`src/rtl/itl_ram.sv`:
```
`timescale 1ns / 1ps
// ----------------------------------------------------------------------------
// itl_ram: generic simple dual-port RAM
// One write port and one read port, read data registered.
// ----------------------------------------------------------------------------
module itl_ram #(
	parameter int WIDTH = 64,
	parameter int DEPTH = 64
) (
	input  logic                     clk,
	input  logic                     wr_en,
	input  logic [$clog2(DEPTH)-1:0] wr_addr,
	input  logic [WIDTH-1:0]         wr_data,
	input  logic                     rd_en,
	input  logic [$clog2(DEPTH)-1:0] rd_addr,
	output logic [WIDTH-1:0]         rd_data
);

	logic [WIDTH-1:0] mem [DEPTH];

	always_ff @(posedge clk) begin
		if (wr_en) begin
			mem[wr_addr] <= wr_data;
		end
		if (rd_en) begin
			rd_data <= mem[rd_addr];
		end
	end

endmodule

```
`config.mk`:
```
export PLATFORM = sky130hd
export DESIGN_NAME = itl_ram
export DESIGN_NICKNAME = d
export VERILOG_FILES = /design/src/rtl/itl_ram.sv
export SDC_FILE = /design/constraint.sdc
export NUM_CORES = 2
export LEC_CHECK = 0
export BUFFER_PORTS_ARGS = -buffer_cell sky130_fd_sc_hd__buf_2
export CORE_ASPECT_RATIO = 0.5
export CORE_MARGIN = 2
export CORE_UTILIZATION = 40
export DETAILED_ROUTE_END_ITERATION = 12
export GPL_TIMING_DRIVEN = 0
export PLACE_DENSITY = 0.54
export SYNTH_ARGS = -nofsm -noshare
export SYNTH_HDL_FRONTEND = slang
export SYNTH_SLANG_ARGS = --single-unit
```
`constraint.sdc`:
```
create_clock -name clk -period 5.55 [get_ports clk]
set_input_delay 0.555 -clock clk [delete_from_list [all_inputs] [get_ports clk]]
set_output_delay 0.555 -clock clk [all_outputs]
set_load 0.01 [all_outputs]
```
* After elaboration in Yosys (flattened, before gate mapping)
Memories as Yosys holds them, arrays and structs flattened. A register that Yosys moved wholly into a read port is not among the register bits.
Cells that the tools add are included.
** Word-level totals
- Register bits after elaboration :: 0
- Latch bits :: 0
- Memory bits (writable) :: 4096
- Memory bits (read-only) :: 0
- Input bits :: 79
- Logic and storage cells :: 3
- Memories kept :: 1
** Memories
- mem :: words 64, bits a word 64, read ports 1, clocked after Yosys merged registers in 1, wr ports 1, RTL line 19 : logic [WIDTH-1:0] mem [DEPTH];
** Operators by class
- $add $sub $neg :: 0
- Multiply operators :: 0
- Divide/modulo/power cells :: 0
- Magnitude comparators :: 0
- Equality and inequality tests :: 0
- Shift operators :: 0
- Muxes and demuxes :: 2
- Bitwise logic cells :: 0
- Reduce and logical (&&, ||, !) cells :: 0
** Operators by type and width (count)
- two-way mux 1 bit :: 2

* Logic depth before layout (Yosys ltp)
- Depth in word-level cells :: 2
- Gate-level depth with buffers :: 9
- Gate-level depth less buffers :: 5

* Worst setup path after synthesis
Ideal clock, no wire load.
- Kind :: input -> register
- Start point :: input wr_addr[3]
- End point :: memory mem[48][0] (enable)
- Setup time :: 0.564 ns
- Arrival :: 5.427 ns
- Setup slack :: -0.441 ns
- Cell stages on the path :: 4
- Path buffers :: 1
- Cells stage by stage :: clkbuf_1 -> nor2b_1 -> nand4b_1 -> nor3_1
** RTL lines
- start, declared :: RTL line 12 : input logic [$clog2(DEPTH)-1:0] wr_addr,
- end, declared :: RTL line 19
No word-level cell before the write port.

==> results.json <==
{
  "grt_pass1_vias": 75520,
  "syn_inst": 6598,
  "io_buffers": 134,
  "wl_mm": 461.3,
  "cts-buffers-inserted": 382,
  "crit_slowest_cell": "a41oi_1",
  "avgSynthCellArea_sq_um": 23.79,
  "hold_path_class": "in -> reg",
  "tightest_slew_ps": 1591,
  "rsz0062_at_grt": "false",
  "avgRoutedWirePerCell_microns": 35.64,
  "required_ps": 6120,
  "drive_gt1_share_pct": 29.01,
  "crit_chain": "buf_2 > buf_2 > buf_2 > nand2_1 > clkbuf_1 > o22ai_1 > a41oi_1 > a211oi_1",
  "coreArea_sq_mm": 0.3902,
  "cp-end-kind": "flip-flop",
  "final_nets": 7410,
  "setup-tns-final_ps": 0,
  "start_util_pct": 40.23,
  "drt_iter0_markers": 12490,
  "route.detailed.drc": 0,
  "worst_path_most_repeated_cell": "buf_2",
  "gr-total-overflow": 0,
  "violations": "max-capacitance violations, max-slew violations",
  "critical_path_class": "in -> reg",
  "clock.fmax_mhz": 219.3,
  "grt_pass1_wl_mm": 629.9,
  "vias_per_cell": 5.953,
  "min_from": "wr_data[55]",
  "die_w_microns": 890.0,
  "post_cts_buffers": 0,
  "final_area_sq_mm": 0.1816,
  "period_minus_slack_ps": 4561,
  "slew-limit-headroom_pct": -6.045,
  "status": "complete, but fails checks",
  "clock_latency_ps": 960,
  "maxCapViolCount": 3,
  "critPathLaunch": "rd_addr[3]",
  "rows": 162,
  "p_leak_uw": 0.05605,
  "worst-path-max-fanout": 10,
  "postCtsResizedCells": 0,
  "synth-warning-count": 0,
  "p_per_area_mw_per_mm2": 356.0,
  "syn_nets": 6677,
  "finalCritPeriodShare_pct": 82.18,
  "cts_tree": "yes",
  "die_h_microns": 447.0,
  "final_common_cell": "edfxtp_1",
  "ios": 143,
  "dp_hpwl_mm": 310.1,
  "root_buffer": "clkbuf_16",
  "synth_cell_type_count": 32,
  "die-area_sq_mm": 0.3978,
  "dr.pass1.iters": 5,
  "max_stage_delay_ps": 1160,
  "syn_to_final_growth_pct": 15.69,
  "fin_skew_ps": 66.60,
  "ctsHoldBuffers": 0,
  "ir_worst_vdd_uv": 229.7,
  "cts_num_sinks": 4160,
  "synth_seq_cells": 4160,
  "grt_max_degree": 65,
  "setup_viol": 0,
  "dp.cells": 12190,
  "start_kind": "primary input",
  "place_area_sq_mm": 0.1693,
  "antenna_found_initial": 75,
  "gp_congestion": 0.7981,
  "htreeDepth": 5,
  "yosysSeqAreaShare_pct": 79.57,
  "path_clk_slew_ps": 70,
  "holdWs_ps": 102.7,
  "vias": 77060,
  "layout_common_cells": "edfxtp_1, mux4_2, clkbuf_16, buf_2, clkbuf_1",
  "fin_util_pct": 46.55,
  "slew_violations": 7,
  "reg2reg_from": "mem[52][59]",
  "clockBufferDepth": 4,
  "final_cells": 12950,
  "grt_usage_pct": 22.88,
  "arrival_ps": 5130,
  "final_hold_viol_count": 0,
  "ant_nets": 0,
  "synthesis.area_sq_mm": 0.1570
}
==> worst max-delay path: cells and delay by family <==
family                 cells  cell delay, ps
AO/OA/AOI/OAI              3            2000
buffers and inverters      4            1620
AND/OR/NAND/NOR            1             890
==> path summary, 6_finish.rpt <==
kind	to	cells after the start	slack, ps
min reg2reg	rd_data[18]	4	970
min	mem[31][55]	1	100
max	rd_data[59]	8	990
max reg2reg	rd_data[59]	5	2340
==> area by class of cell <==
type / count / area [sq um]
well taps: 5248 / 6566
clock inverters: 225 / 2039
clock buffers: 469 / 9971
flip-flops and latches: 4160 / 124900
fillers: 31980 / 208600
plain buffers: 370 / 1784
diodes: 56 / 140.1
repair buffers: 349 / 5296
inverters: 19 / 71.32
multi-input cells: 2049 / 30840
==> flip-flops by register name (all words and copies together) (netlist names) <==
| signal | cells |
|---|---|
| rd_data | 64 |
| mem | 4096 |
==> metrics by stage <==
step                worst slack, ps  power, uW
floorplan                     964.7      37220
global placement              -3545      39080
detailed placement            79.79      39180
CTS                            1071      64970
global route                   1062      66300
finish                        989.3      64650
==> power by group <==
part           switching, uW  internal [uW]
Clock                  11800          14400
Sequential              54.0          34800
Combinational           2460           1130
==> cells by family after synthesis <==
kind of cell	synth area share (%)
buf+inv	1.176
mux	15.55
simple gates	1.235
flops	79.57
compound gates	2.467
==> metal layers <==
| metal | GRT usage (%) | part of all wire [%] | vias to the layer above |
|---|---|---|---|
| met1 | 34.60 | 43 | 42470 |
| met2 | 34.18 | 45 | 3887 |
| met3 | 5.176 | 10 | 566 |
| met4 | 5.044 | 2.3 | 24 |
| met5 | 0 | 0.032 | - |
| li1 | - | - | 30110 |
==> synthesized netlist by cell type <==
cell type / n / area share (%)
and2_1: 3 / 0.012
nand3b_1: 2 / 0.0096
a41oi_1: 26 / 0.15
clkbuf_1: 140 / 0.33
nor2_1: 112 / 0.27
buf_2: 170 / 0.54
a31oi_1: 18 / 0.072
mux2i_1: 135 / 0.86
buf_1: 20 / 0.048
a31o_1: 1 / 0.0056
or3_1: 29 / 0.12
buf_4: 34 / 0.16
nand4b_1: 1 / 0.0056
mux4_2: 1024 / 15
o22ai_1: 83 / 0.33
nand2_1: 58 / 0.14
o221ai_1: 38 / 0.21
or3b_2: 1 / 0.0056
nand3_1: 45 / 0.14
a22o_1: 88 / 0.49
nand4_1: 2 / 0.0080
nor3_1: 2 / 0.0064
edfxtp_1: 4160 / 80
buf_6: 6 / 0.043
or2_2: 28 / 0.11
and3_1: 64 / 0.26
nand2b_1: 11 / 0.044
nor2b_1: 28 / 0.11
inv_1: 19 / 0.045
a2bb2oi_1: 19 / 0.11
a211oi_1: 63 / 0.30
a22oi_1: 168 / 0.80
Power figures use the tool's default switching activity.
